==> config.mk <==
export PLATFORM = sky130hd
export DESIGN_NAME = set_assoc_cache_lru_lookup_top_flat
export DESIGN_NICKNAME = d
export VERILOG_FILES = /design/src/sv/salru_pkg.sv /design/src/sv/salru_if.sv /design/src/sv/salru_ram.sv /design/src/sv/salru_ctrl.sv /design/src/sv/set_assoc_cache_lru_lookup_top.sv /design/src/flat_wrapper.sv
export VERILOG_INCLUDE_DIRS = /design/src /design/src/sv
export SDC_FILE = /design/constraint.sdc
export NUM_CORES = 1
export LEC_CHECK = 0
export BUFFER_PORTS_ARGS = -buffer_cell sky130_fd_sc_hd__buf_2
export CAP_MARGIN = 40
export CORE_ASPECT_RATIO = 0.9
export CORE_UTILIZATION = 50
export CTS_BUF_LIST = sky130_fd_sc_hd__clkbuf_8
export DETAILED_ROUTE_END_ITERATION = 16
export HOLD_SLACK_MARGIN = 0.1
export MAX_ROUTING_LAYER = met4
export PLACE_DENSITY = 0.67
export REMOVE_ABC_BUFFERS = 1
export SYNTH_ARGS = -nofsm -noshare
export SYNTH_HDL_FRONTEND = slang
export SYNTH_SLANG_ARGS = --single-unit
==> constraint.sdc <==
create_clock -name clk -period 20.2 [get_ports clk]
set_clock_uncertainty 0.1 [all_clocks]
set_input_delay 2.02 -clock clk [delete_from_list [all_inputs] [get_ports clk]]
set_output_delay 2.02 -clock clk [all_outputs]
set_load 0.005 [all_outputs]
==> src/sv/set_assoc_cache_lru_lookup_top_assert.svh <==
// Assertion macros for the set-associative LRU lookup block.
// Included by the top level; define ASSERT_OFF to compile them out.
`ifndef SET_ASSOC_CACHE_LRU_LOOKUP_TOP_ASSERT_SVH
`define SET_ASSOC_CACHE_LRU_LOOKUP_TOP_ASSERT_SVH
`ifndef ASSERT_OFF
// same-cycle implication
`define SALRU_ASSERT_IMP(label, clk, rst_n, ante, cons, msg) \
	label: assert property (@(posedge clk) disable iff (!rst_n) (ante) |-> (cons)) \
		else $error(msg);
// next-cycle implication
`define SALRU_ASSERT_NXT(label, clk, rst_n, ante, cons, msg) \
	label: assert property (@(posedge clk) disable iff (!rst_n) (ante) |=> (cons)) \
		else $error(msg);
`else
`define SALRU_ASSERT_IMP(label, clk, rst_n, ante, cons, msg)
`define SALRU_ASSERT_NXT(label, clk, rst_n, ante, cons, msg)
`endif
`endif

==> src/sv/salru_pkg.sv <==
// Shared widths, register indexes and struct types for the LRU lookup block.
// No dependencies.
package salru_pkg;

	localparam int unsigned ADDR_W     = 32;
	localparam int unsigned TAG_W      = 32;
	localparam int unsigned STAMP_W    = 32;
	localparam int unsigned CNT_W      = 32;
	localparam int unsigned OFF_W      = 5;
	localparam int unsigned SETB_W     = 2;
	localparam int unsigned WAY_OUT_W  = 2;
	localparam int unsigned CFG_IDX_W  = 1;
	localparam int unsigned CFG_DATA_W = 5;

	// configuration register indexes
	localparam logic [CFG_IDX_W-1:0] CFG_OFFSET_BITS = 1'b0;
	localparam logic [CFG_IDX_W-1:0] CFG_SET_BITS    = 1'b1;

	localparam logic [OFF_W-1:0]  OFFSET_BITS_RST = 5'd4;
	localparam logic [SETB_W-1:0] SET_BITS_RST    = 2'd0;

	// decoded request handed to the lookup engine
	typedef struct packed {
		logic [TAG_W-1:0]  tag;
		logic [SETB_W-1:0] set;
		logic [SETB_W-1:0] set_bits;
	} lookup_t;

	typedef struct packed {
		logic                 hit;
		logic [WAY_OUT_W-1:0] way_used;
		logic [CNT_W-1:0]     hit_count;
		logic [CNT_W-1:0]     miss_count;
	} result_t;

	typedef struct packed {
		logic idle;
		logic load;
	} status_t;

endpackage

==> src/sv/salru_if.sv <==
// Channel interfaces: request, result and configuration write.
// Depends on salru_pkg.
interface salru_req_if;
	import salru_pkg::*;
	logic              valid;
	logic              ready;
	logic [ADDR_W-1:0] address;
	modport source (output valid, output address, input ready);
	modport sink (input valid, input address, output ready);
endinterface

interface salru_rsp_if;
	import salru_pkg::*;
	logic                 valid;
	logic                 ready;
	logic                 hit;
	logic [WAY_OUT_W-1:0] way_used;
	logic [CNT_W-1:0]     hit_count;
	logic [CNT_W-1:0]     miss_count;
	modport source (output valid, output hit, output way_used, output hit_count,
		output miss_count, input ready);
	modport sink (input valid, input hit, input way_used, input hit_count,
		input miss_count, output ready);
endinterface

interface salru_cfg_if;
	import salru_pkg::*;
	logic                  valid;
	logic                  ready;
	logic [CFG_IDX_W-1:0]  index;
	logic [CFG_DATA_W-1:0] data;
	modport source (output valid, output index, output data, input ready);
	modport sink (input valid, input index, input data, output ready);
endinterface

==> src/sv/salru_ram.sv <==
// Tag/stamp line store: one write port, one read port, registered read data.
// No dependencies.
module salru_ram #(
	parameter int unsigned DEPTH = 4,
	parameter int unsigned WIDTH = 64,
	localparam int unsigned AW = (DEPTH > 1) ? $clog2(DEPTH) : 1
) (
	input  logic             clk,
	input  logic             wr_en,
	input  logic [AW-1:0]    wr_addr,
	input  logic [WIDTH-1:0] wr_data,
	input  logic             rd_en,
	input  logic [AW-1:0]    rd_addr,
	output logic [WIDTH-1:0] rd_data
);

	logic [WIDTH-1:0] mem [DEPTH];
	logic [WIDTH-1:0] rd_data_q;

	always_ff @(posedge clk) begin
		if (wr_en) begin
			mem[wr_addr] <= wr_data;
		end
		if (rd_en) begin
			rd_data_q <= mem[rd_addr];
		end
	end

	assign rd_data = rd_data_q;

endmodule

==> src/sv/salru_ctrl.sv <==
// Lookup engine: walks the ways of a set through the line store, picks the
// hit, fill or LRU victim, writes back and holds the result. Uses salru_pkg, salru_ram.
module salru_ctrl #(
	parameter int unsigned LINES = 4
) (
	input  logic              clk,
	input  logic              arst_n,
	input  logic              start,
	input  salru_pkg::lookup_t lk,
	output salru_pkg::status_t status,
	output logic              res_valid,
	input  logic              res_ready,
	output salru_pkg::result_t res
);
	import salru_pkg::*;

	localparam int unsigned LW = (LINES > 1) ? $clog2(LINES) : 1;
	localparam int unsigned WW = $clog2(LINES + 1);

	typedef enum logic [1:0] {S_IDLE, S_SCAN, S_WB} state_t;

	state_t               state_q;
	logic [TAG_W-1:0]     tag_q;
	logic [LW-1:0]        base_q;
	logic [WW-1:0]        ways_q;
	logic [WW-1:0]        cnt_q;
	logic                 cmp_v_s1;
	logic [WW-1:0]        cmp_way_s1;
	logic [LW-1:0]        cmp_line_s1;
	logic                 hit_found_q;
	logic [WW-1:0]        hit_way_q;
	logic                 inv_found_q;
	logic [WW-1:0]        inv_way_q;
	logic [STAMP_W-1:0]   best_stamp_q;
	logic [WW-1:0]        best_way_q;
	logic [STAMP_W-1:0]   clock_q;
	logic [CNT_W-1:0]     hits_q;
	logic [CNT_W-1:0]     misses_q;
	logic [LINES-1:0]     valid_q;
	result_t              res_q;
	logic                 res_valid_q;

	logic [WW-1:0]              ways_new;
	logic [WW+1:0]              base_full;
	logic                       rd_en;
	logic [LW-1:0]              rd_line;
	logic [TAG_W+STAMP_W-1:0]   rd_data;
	logic [TAG_W-1:0]           rd_tag;
	logic [STAMP_W-1:0]         rd_stamp;
	logic                       cur_valid;
	logic                       cmp_last;
	logic                       go;
	logic [WW-1:0]              fin_way;
	logic [LW-1:0]              wr_line;

	assign ways_new  = WW'(LINES >> lk.set_bits);
	assign base_full = (WW + 2)'(lk.set) * (WW + 2)'(ways_new);

	assign rd_en   = (state_q == S_SCAN) && (cnt_q < ways_q);
	assign rd_line = LW'((WW + 1)'(base_q) + (WW + 1)'(cnt_q));

	salru_ram #(
		.DEPTH(LINES),
		.WIDTH(TAG_W + STAMP_W)
	) u_ram (
		.clk    (clk),
		.wr_en  (go),
		.wr_addr(wr_line),
		.wr_data({tag_q, clock_q}),
		.rd_en  (rd_en),
		.rd_addr(rd_line),
		.rd_data(rd_data)
	);

	assign rd_tag    = rd_data[TAG_W+STAMP_W-1:STAMP_W];
	assign rd_stamp  = rd_data[STAMP_W-1:0];
	assign cur_valid = valid_q[cmp_line_s1];
	assign cmp_last  = cmp_v_s1 && (cmp_way_s1 == ways_q - WW'(1));

	assign go      = (state_q == S_WB) && (!res_valid_q || res_ready);
	assign fin_way = hit_found_q ? hit_way_q : (inv_found_q ? inv_way_q : best_way_q);
	assign wr_line = LW'((WW + 1)'(base_q) + (WW + 1)'(fin_way));

	always_ff @(posedge clk or negedge arst_n) begin
		if (!arst_n) begin
			state_q      <= S_IDLE;
			tag_q        <= '0;
			base_q       <= '0;
			ways_q       <= '0;
			cnt_q        <= '0;
			cmp_v_s1     <= 1'b0;
			cmp_way_s1   <= '0;
			cmp_line_s1  <= '0;
			hit_found_q  <= 1'b0;
			hit_way_q    <= '0;
			inv_found_q  <= 1'b0;
			inv_way_q    <= '0;
			best_stamp_q <= '0;
			best_way_q   <= '0;
			clock_q      <= '0;
			hits_q       <= '0;
			misses_q     <= '0;
			valid_q      <= '0;
			res_q        <= '0;
			res_valid_q  <= 1'b0;
		end else begin
			cmp_v_s1    <= rd_en;
			cmp_way_s1  <= cnt_q;
			cmp_line_s1 <= rd_line;
			if (go) begin
				res_valid_q <= 1'b1;
			end else if (res_valid_q && res_ready) begin
				res_valid_q <= 1'b0;
			end
			case (state_q)
				S_IDLE: begin
					if (start) begin
						tag_q       <= lk.tag;
						base_q      <= LW'(base_full);
						ways_q      <= ways_new;
						cnt_q       <= '0;
						clock_q     <= clock_q + STAMP_W'(1);
						hit_found_q <= 1'b0;
						hit_way_q   <= '0;
						inv_found_q <= 1'b0;
						inv_way_q   <= '0;
						best_way_q  <= '0;
						state_q     <= S_SCAN;
					end
				end
				S_SCAN: begin
					if (rd_en) begin
						cnt_q <= cnt_q + WW'(1);
					end
					if (cmp_v_s1) begin
						// lowest valid match wins
						if (!hit_found_q && cur_valid && rd_tag == tag_q) begin
							hit_found_q <= 1'b1;
							hit_way_q   <= cmp_way_s1;
						end
						if (!inv_found_q && !cur_valid) begin
							inv_found_q <= 1'b1;
							inv_way_q   <= cmp_way_s1;
						end
						// strict less-than keeps the lowest of equal stamps
						if (cmp_way_s1 == '0 || rd_stamp < best_stamp_q) begin
							best_stamp_q <= rd_stamp;
							best_way_q   <= cmp_way_s1;
						end
						if (cmp_last) begin
							state_q <= S_WB;
						end
					end
				end
				S_WB: begin
					if (go) begin
						valid_q[wr_line] <= 1'b1;
						res_q.hit        <= hit_found_q;
						res_q.way_used   <= WAY_OUT_W'(fin_way);
						if (hit_found_q) begin
							hits_q           <= hits_q + CNT_W'(1);
							res_q.hit_count  <= hits_q + CNT_W'(1);
							res_q.miss_count <= misses_q;
						end else begin
							misses_q         <= misses_q + CNT_W'(1);
							res_q.hit_count  <= hits_q;
							res_q.miss_count <= misses_q + CNT_W'(1);
						end
						state_q <= S_IDLE;
					end
				end
				default: begin
					state_q <= S_IDLE;
				end
			endcase
		end
	end

	assign status.idle = (state_q == S_IDLE);
	assign status.load = go;
	assign res_valid   = res_valid_q;
	assign res         = res_q;

endmodule

==> src/sv/set_assoc_cache_lru_lookup_top.sv <==
// Top level of the set-associative LRU cache tag lookup: config registers,
// address split and the lookup engine. Uses salru_pkg, salru_if, salru_ctrl.
//
// One address goes in per lookup and one result comes out: hit flag, way
// within the set, and running hit and miss counts (32-bit, wrapping). Tags
// and use stamps sit in a LINES-deep single-port-read RAM, one line per
// entry; valid bits are flops cleared by reset, so no clearing pass is
// needed. The engine reads one way of the set per cycle from that RAM;
// a set has ways = LINES >> s, s being the set-bit register clamped to 2
// and to 2^s <= LINES. An address is accepted only once the last lookup
// has written back, which waits while an older result is not yet taken;
// the next address is accepted while a finished result still waits in the
// output register. Write configuration only while no lookup is in flight.
`include "set_assoc_cache_lru_lookup_top_assert.svh"

module set_assoc_cache_lru_lookup_top #(
	parameter int unsigned LINES     = 4,
	parameter int unsigned ADDR_BITS = 32
) (
	input  logic        clk,
	input  logic        arst_n,
	salru_cfg_if.sink   cfg,
	salru_req_if.sink   req,
	salru_rsp_if.source rsp
);
	import salru_pkg::*;

	localparam int unsigned EFF_W = (ADDR_BITS < ADDR_W) ? ADDR_BITS : ADDR_W;
	localparam logic [ADDR_W-1:0] ADDR_MASK = ADDR_W'((64'd1 << EFF_W) - 64'd1);

	logic [OFF_W-1:0]  offset_q;
	logic [SETB_W-1:0] set_bits_q;
	logic [SETB_W-1:0] sb_eff;
	logic [ADDR_W-1:0] addr_m;
	logic [ADDR_W-1:0] addr_sh;
	logic [SETB_W-1:0] set_mask;
	lookup_t           lk;
	status_t           status;
	result_t           res;
	logic              res_valid;
	logic              start;

	// config port never stalls
	assign cfg.ready = 1'b1;

	always_ff @(posedge clk or negedge arst_n) begin
		if (!arst_n) begin
			offset_q   <= OFFSET_BITS_RST;
			set_bits_q <= SET_BITS_RST;
		end else if (cfg.valid) begin
			case (cfg.index)
				CFG_OFFSET_BITS: offset_q   <= cfg.data[OFF_W-1:0];
				CFG_SET_BITS:    set_bits_q <= cfg.data[SETB_W-1:0];
				default: begin
				end
			endcase
		end
	end

	// set bits clamp to 2, then down until the sets fit in LINES
	always_comb begin
		sb_eff = '0;
		if (set_bits_q >= 2'd2 && LINES >= 4) begin
			sb_eff = 2'd2;
		end else if (set_bits_q >= 2'd1 && LINES >= 2) begin
			sb_eff = 2'd1;
		end
	end

	assign addr_m   = req.address & ADDR_MASK;
	assign addr_sh  = addr_m >> offset_q;
	assign set_mask = SETB_W'((3'd1 << sb_eff) - 3'd1);

	assign lk.set      = addr_sh[SETB_W-1:0] & set_mask;
	assign lk.tag      = addr_m >> (6'(offset_q) + 6'(sb_eff));
	assign lk.set_bits = sb_eff;

	assign req.ready = status.idle;
	assign start     = req.valid && status.idle;

	salru_ctrl #(
		.LINES(LINES)
	) u_ctrl (
		.clk      (clk),
		.arst_n   (arst_n),
		.start    (start),
		.lk       (lk),
		.status   (status),
		.res_valid(res_valid),
		.res_ready(rsp.ready),
		.res      (res)
	);

	assign rsp.valid      = res_valid;
	assign rsp.hit        = res.hit;
	assign rsp.way_used   = res.way_used;
	assign rsp.hit_count  = res.hit_count;
	assign rsp.miss_count = res.miss_count;

	`SALRU_ASSERT_NXT(a_busy_after_accept, clk, arst_n, req.valid && req.ready,
		!req.ready && !status.load, "lookup engine not busy after accept")
	`SALRU_ASSERT_IMP(a_load_while_busy, clk, arst_n, status.load, !req.ready,
		"result loaded while engine idle")
	`SALRU_ASSERT_NXT(a_load_gives_result, clk, arst_n, status.load, rsp.valid,
		"loaded result not presented")

endmodule
==> src/flat_wrapper.sv <==
// flat-port wrapper written by rule: the top's interface ports become plain ports
module set_assoc_cache_lru_lookup_top_flat import salru_pkg::*;
#(
	parameter int unsigned LINES     = 4,
	parameter int unsigned ADDR_BITS = 32
)
  (clk, arst_n, cfg_valid, cfg_index, cfg_data, cfg_ready, req_valid, req_address, req_ready, rsp_valid, rsp_hit, rsp_way_used, rsp_hit_count, rsp_miss_count, rsp_ready);
  salru_cfg_if cfg_i ();
  salru_req_if req_i ();
  salru_rsp_if rsp_i ();
  input  logic clk;
  input  logic arst_n;
  input wire logic [$bits(cfg_i.valid)-1:0] cfg_valid;
  input wire logic [$bits(cfg_i.index)-1:0] cfg_index;
  input wire logic [$bits(cfg_i.data)-1:0] cfg_data;
  output wire logic [$bits(cfg_i.ready)-1:0] cfg_ready;
  input wire logic [$bits(req_i.valid)-1:0] req_valid;
  input wire logic [$bits(req_i.address)-1:0] req_address;
  output wire logic [$bits(req_i.ready)-1:0] req_ready;
  output wire logic [$bits(rsp_i.valid)-1:0] rsp_valid;
  output wire logic [$bits(rsp_i.hit)-1:0] rsp_hit;
  output wire logic [$bits(rsp_i.way_used)-1:0] rsp_way_used;
  output wire logic [$bits(rsp_i.hit_count)-1:0] rsp_hit_count;
  output wire logic [$bits(rsp_i.miss_count)-1:0] rsp_miss_count;
  input wire logic [$bits(rsp_i.ready)-1:0] rsp_ready;
  assign cfg_i.valid = cfg_valid;
  assign cfg_i.index = cfg_index;
  assign cfg_i.data = cfg_data;
  assign cfg_ready = cfg_i.ready;
  assign req_i.valid = req_valid;
  assign req_i.address = req_address;
  assign req_ready = req_i.ready;
  assign rsp_valid = rsp_i.valid;
  assign rsp_hit = rsp_i.hit;
  assign rsp_way_used = rsp_i.way_used;
  assign rsp_hit_count = rsp_i.hit_count;
  assign rsp_miss_count = rsp_i.miss_count;
  assign rsp_i.ready = rsp_ready;
  set_assoc_cache_lru_lookup_top #(.LINES(LINES), .ADDR_BITS(ADDR_BITS)) u_core (.clk(clk), .arst_n(arst_n), .cfg(cfg_i), .req(req_i), .rsp(rsp_i));
endmodule
### Word level (Yosys, flattened, before mapping)

Memories as Yosys holds them, arrays and structs flattened. A register that Yosys moved wholly into a read port is not among the register bits.
Index checks and enable logic that the tools add are counted.

| cells by class | value |
|---|---|
| $add $sub $neg | 9 |
| $mul | 1 |
| order comparisons | 7 |
| eq/ne operators | 12 |
| shift-type cells | 4 |
| muxes and demuxes | 37 |
| bitwise operators | 4 |
| reductions and logical operators | 31 |

Operators by type and width:

| operator | count |
|---|---|
| 32-bit by 1-bit adder with 32-bit output, second input constant | 3 |
| 64-bit two-way mux | 1 |
| 32-bit equality test | 1 |
| 32-bit < comparator | 1 |
| 32-bit by 5-bit >> shifter with 2-bit output | 1 |
| 32-bit by 6-bit >> shifter with 32-bit output | 1 |
| 2-bit two-way mux | 13 |
| 4-bit AND reduction | 4 |
| 1-bit two-way mux | 12 |
| 2-bit case mux with 2 select lines | 3 |
| 3-bit AND reduction | 4 |
| 1-bit logical AND | 9 |
| 2-bit by 1-bit != test with 1-bit output, second input constant | 4 |
| 2-bit != test, second input constant | 4 |
| 2-bit AND reduction | 4 |
| 5-bit by 2-bit adder with 6-bit output | 1 |
| 2-bit by 3-bit < comparator with 1-bit output, second input constant | 2 |
| 3-bit two-way mux | 2 |
| 2-bit case mux with 3 select lines | 1 |
| 3-bit case mux with 2 select lines | 1 |
| 2-bit adder | 2 |
| 2-bit by 1-bit >= comparator with 1-bit output, second input constant | 2 |
| 1-bit zero test | 4 |
| 4-bit bitwise OR | 1 |
| 20 further kinds | 24 |

| storage, ports and cells | value |
|---|---|
| register bits | 263 |
| RAM bits | 256 |
| input port bits | 43 |
| output and inout bits | 70 |
| logic and storage cells | 131 |
| memories kept | 1 |

Memories:

| name | depth | bits a word | rd ports | clocked after Yosys merged registers in | wr ports | line | RTL |
|---|---|---|---|---|---|---|---|
| u_core.u_ctrl.u_ram.mem | 4 | 64 | 1 | 1 | 1 | salru_ram.sv:17 | `logic [WIDTH-1:0] mem [DEPTH];` |

### Logic depth before layout (Yosys ltp)

| depth | value |
|---|---|
| word-level depth | 8 |
| gate-level depth with buffers | 13 |
| gate-level depth less buffers | 10 |

### Hierarchy

From an unflattened synthesis, not the netlist that was laid out.

| second synthesis, totals | value |
|---|---|
| cell total of the unflattened synthesis | 2100 |
| area total of the unflattened synthesis | 27470.1 µm² |

Modules (own cells, without submodules):

| module | times used | cells each | area each (µm²) | sequential area each (µm²) |
|---|---|---|---|---|
| salru_ctrl | 1 | 1373 | 13155.1 | 6406.1 |
| salru_ram | 1 | 402 | 11263.3 | 9609.2 |
| set_assoc_cache_lru_lookup_top | 1 | 325 | 3051.7 | 176.4 |

### Worst setup path after synthesis

Ideal clock, no wire load.

| path | value |
|---|---|
| path type | input to register |
| from | in rsp_ready |
| to | reg u_core.u_ctrl.valid_q[0] |
| setup time | 0.092 ns |
| arrival time | 7.435 ns |
| required time | 20.008 ns |
| setup slack | 12.573 ns |
| stages | 5 |
| path buffers | 1 |
| cell sequence | nand2b_1 -> nand2_1 -> clkbuf_1 -> nor3_1 -> or2_2 |

| on the way | value |
|---|---|
| cells in the longest elaborated chain, start to end | 3 |

Ends and longest elaborated chain:

| item | line | RTL |
|---|---|---|
| from (decl) | flat_wrapper.sv:25 | `input wire logic [$bits(rsp_i.ready)-1:0] rsp_ready;` |
| 1-bit logical OR | salru_ctrl.sv:80 | `assign go = (state_q == S_WB) && (!res_valid_q \|\| res_ready);` |
| 1-bit logical AND | salru_ctrl.sv:80 |  |
| 2-bit AND reduction (no source line) | n/a |  |
| to (signal assigned) | salru_ctrl.sv:103 | `valid_q <= '0;` |
| to (signal, indexed assignment) | salru_ctrl.sv:157 | `valid_q[wr_line] <= 1'b1;` |
| to (decl) | salru_ctrl.sv:39 | `logic [LINES-1:0] valid_q;` |

No other way between the ends.
A chain may end at the register's enable or synchronous reset.

### Final worst setup path

| path | value |
|---|---|
| from | reg u_core.offset_q[1] |
| to | reg u_core.u_ctrl.tag_q[4] |

| on the way | value |
|---|---|
| cells in the longest elaborated chain, start to end | 2 |

Ends and longest elaborated chain:

| item | line | RTL |
|---|---|---|
| from (decl) | set_assoc_cache_lru_lookup_top.sv:31 | `logic [OFF_W-1:0] offset_q;` |
| from (signal assigned) | set_assoc_cache_lru_lookup_top.sv:52 | `CFG_OFFSET_BITS: offset_q <= cfg.data[OFF_W-1:0];` |
| 5-bit by 2-bit adder with 6-bit output | set_assoc_cache_lru_lookup_top.sv:75 | `assign lk.tag = addr_m >> (6'(offset_q) + 6'(sb_eff));` |
| 32-bit by 6-bit >> shifter with 32-bit output | set_assoc_cache_lru_lookup_top.sv:75 |  |
| to (signal assigned) | salru_ctrl.sv:118 | `tag_q <= lk.tag;` |
| to (decl) | salru_ctrl.sv:23 | `logic [TAG_W-1:0] tag_q;` |

No other way between the ends.

==> metrics.yaml <==
timing.final.crit_period_ps: 3870
route.detailed.drc: 0
outcome: "finished clean"
r2r_setup_slack_ps: 16330
r2r_cells: 7
drive_gt1_frac: 0.186
ys_async_sr_fraction: 0.451
rows: 79
max_cap_violations: 0
hold_start: "u_core.u_ctrl.cnt_q[2]"
clk_pin_slew_worst_paths_ps: 60
r2r-end: "u_core.u_ctrl.tag_q[4]"
arrival_ps: 4320
tightest_slew_ps: 896
cts_made_buffers: 91
die-height_um: 221
syn2layout_area_growth_pct: 12.6
drt_wl_total_um: 55900
synthCells: 2018
synth_edf_count: 320
start_util: 0.510
fmax_mhz: 259
switching_share: 0.344
yosys.area.top_type: "edfxtp_1"
synth_warnings: 0
cts_tree: "yes"
postCtsSetupRepairBufs: 0
core_area_um2: 52200
clockPowerShare: 0.238
crit_path_end_kind: "flip-flop"
synth_top_area_frac: 0.361
syn_area_um2: 26600
critPathLaunchType: "flip-flop"
cts_hold_buffers: 0
root_buffer: "clkbuf_8"
routabilityCongestion: 0.866
worstHoldPathType: "flip-flop to flip-flop"
wl_per_cell_um: 19.2
power.ir.vdd_worst_v: 0.000120
p_int_mw: 2.76
dr.pass1.iters: 5
cts_resized: 0
final_cell_mix: "320 x edfxtp_1, 262 x dfrtp_1, 241 x nand2_1, 113 x nor2_1"
hpwlAfterDp_um: 36000
seq_power_share: 0.414
finalSetupTns_ps: 0
netSwitchingPower_mw: 1.45
crit_type: "flip-flop to flip-flop"
layout_commonest_cell: "edfxtp_1"
num_antenna_cells: 0
grt_overflow: 0
postRouteAntennaNets: 0
power.density_nw_per_um2: 140
clock_path_buffers: 3
die_area_um2: 54200
hold_path_end: "u_core.u_ctrl.cmp_way_s1[2]"
nets: 2234
min_period_over_period: 0.191
insertion_delay_ps: 680
whs_path_depth: 0
io_buffers: 111
grt_first_pass_wirelength_um: 90900
grt_max_degree: 72
final_area_um2: 30000
vias_per_cell: 5.73
crit_fanout: 35
postPlaceCellArea_um2: 28100
yosysUniqueCellTypes: 74
timing_hold_violations_final: 0
timing.rr.start: "u_core.offset_q[1]"
rsz0062_at_grt: "false"
drt_iter0_markers: 1303
setup_viol: 0
yosys-top-cells-area: "edfxtp_1 36%, dfrtp_1 25%, mux4_2 7.1%"
h-tree-depth: 3
avgSynthCellArea_um2: 13.2
maxSlewHeadroom: 0.403
vias: 16700
worstPathRequired_ps: 20660
cts_sinks: 583
antenna_found_initial: 0
ys_seq_area_frac: 0.608
ios: 113
drv_slew: 0
power_frac_comb: 0.348
die_w_um: 245
p_leak_nw: 12.0
synth_ff_type: "edfxtp_1"
track_usage: 0.217
synth_seq_cells: 583
grt_pass1_vias: 16700
[cell families (layout without fill, tap and decap cells)]
group,count (synthesis),after routing,share of synthesized area
AND/OR/NAND/NOR,601,601,0.110
flip-flops,583,583,0.608
AO/OA/AOI/OAI,258,258,0.0657
XOR/XNOR,203,203,0.0670
multiplexers,165,165,0.102
buffers and inverters,164,371,0.0265
adder cells (fa/ha/maj),43,43,0.0205
other,1,1,0.000141
[synth_stat cells (all sizes together), types with 6 or more instances]
master,instances
nor4,13
buf,47
and3,18
mux2i,70
nand4,71
nand2,243
a222oi,31
inv,52
dfrtp,262
mux2,11
o221ai,8
and2,12
ha,42
and4,9
o311ai,33
nor2,117
a21oi,37
mux4,84
or2,6
clkbuf,64
o21ai,107
nand3,61
xor2,91
nor2b,6
edfxtp,320
nor3,24
or3,6
xnor2,112
[critical path, stage by stage, from the launching register on]
cell,delay (ps)
dfrtp_1,740
inv_1,200
fa_2,1180
mux2_2,430
mux2_2,280
a2111oi_0,460
a21oi_1,80
a32o_1,260
[worst max-delay path by stage]
stage | startpoint | endpoint | slack [ps]
after global placement | rsp_ready | u_core.u_ctrl.misses_q[21] | 15780
after CTS | u_core.offset_q[1] | u_core.u_ctrl.tag_q[4] | 16380
after detailed placement | rsp_ready | u_core.u_ctrl.hits_q[30] | 15750
final | u_core.offset_q[1] | u_core.u_ctrl.tag_q[4] | 16330
after global routing | u_core.offset_q[1] | u_core.u_ctrl.tag_q[1] | 16110
after floorplan | rsp_ready | u_core.u_ctrl.valid_q[0] | 10890
[power by group through the flow]
stage               clock network, mW  registers, mW  logic [mW]
floorplan                           0           1.72        1.12
global placement                    0           1.75        1.39
detailed placement                  0           1.76        1.48
CTS                              1.02           1.74        1.48
global route                     1.07           1.76        1.61
finish                           1.00           1.74        1.46
[per-stage QoR]
stage / total power, mW / setup slack (ps) / util / std cells / hold slack [ps]
after floorplan: 2.85 / 10890 / - / 1907 / 296
after global placement: 3.15 / 15780 / 0.533 / 2730 / 327
after detailed placement: 3.24 / 15750 / 0.539 / 2743 / 339
after CTS: 4.25 / 16380 / 0.575 / 2913 / 355
after global routing: 4.44 / 16110 / 0.575 / 2913 / 374
final: 4.21 / 16330 / 0.575 / 2913 / 363
[layout make-up]
cell class                      count  area (um2)
Multi-Input combinational cell   1271        9820
Sequential cell                   583       16200
Timing Repair Buffer              148        1050
Clock buffer                      110        1510
Tap cell                          688         861
Clock inverter                     60         358
Inverter                           53         199
Fill cell                        4155       22200
[per-layer routing]
metal  up-vias  wire length, um  global-route usage
met4         0             1100              0.0615
met1      8422            25700               0.298
met5         -                0                   -
li1       7784                -                   -
met3        83             2610              0.0384
met2       407            26400               0.332
[state kept, by name, indices dropped and copies added, names as in the netlist, 2 cells and up]
register                     count
u_core.u_ctrl.cnt_q              3
u_core.u_ctrl.u_ram.mem        256
u_core.u_ctrl.tag_q             32
u_core.u_ctrl.best_way_q         2
u_core.u_ctrl.inv_way_q          2
u_core.u_ctrl.state_q            2
u_core.u_ctrl.best_stamp_q      32
u_core.u_ctrl.valid_q            4
u_core.u_ctrl.cmp_way_s1         3
u_core.u_ctrl.cmp_line_s1        2
u_core.u_ctrl.u_ram.rd_data     64
u_core.offset_q                  5
u_core.u_ctrl.misses_q          32
u_core.u_ctrl.ways_q             3
u_core.u_ctrl.res               67
u_core.u_ctrl.hit_way_q          2
u_core.u_ctrl.base_q             2
u_core.u_ctrl.clock_q           32
u_core.u_ctrl.hits_q            32
u_core.set_bits_q                2
Note: power is estimated with default switching activity, not from simulation.
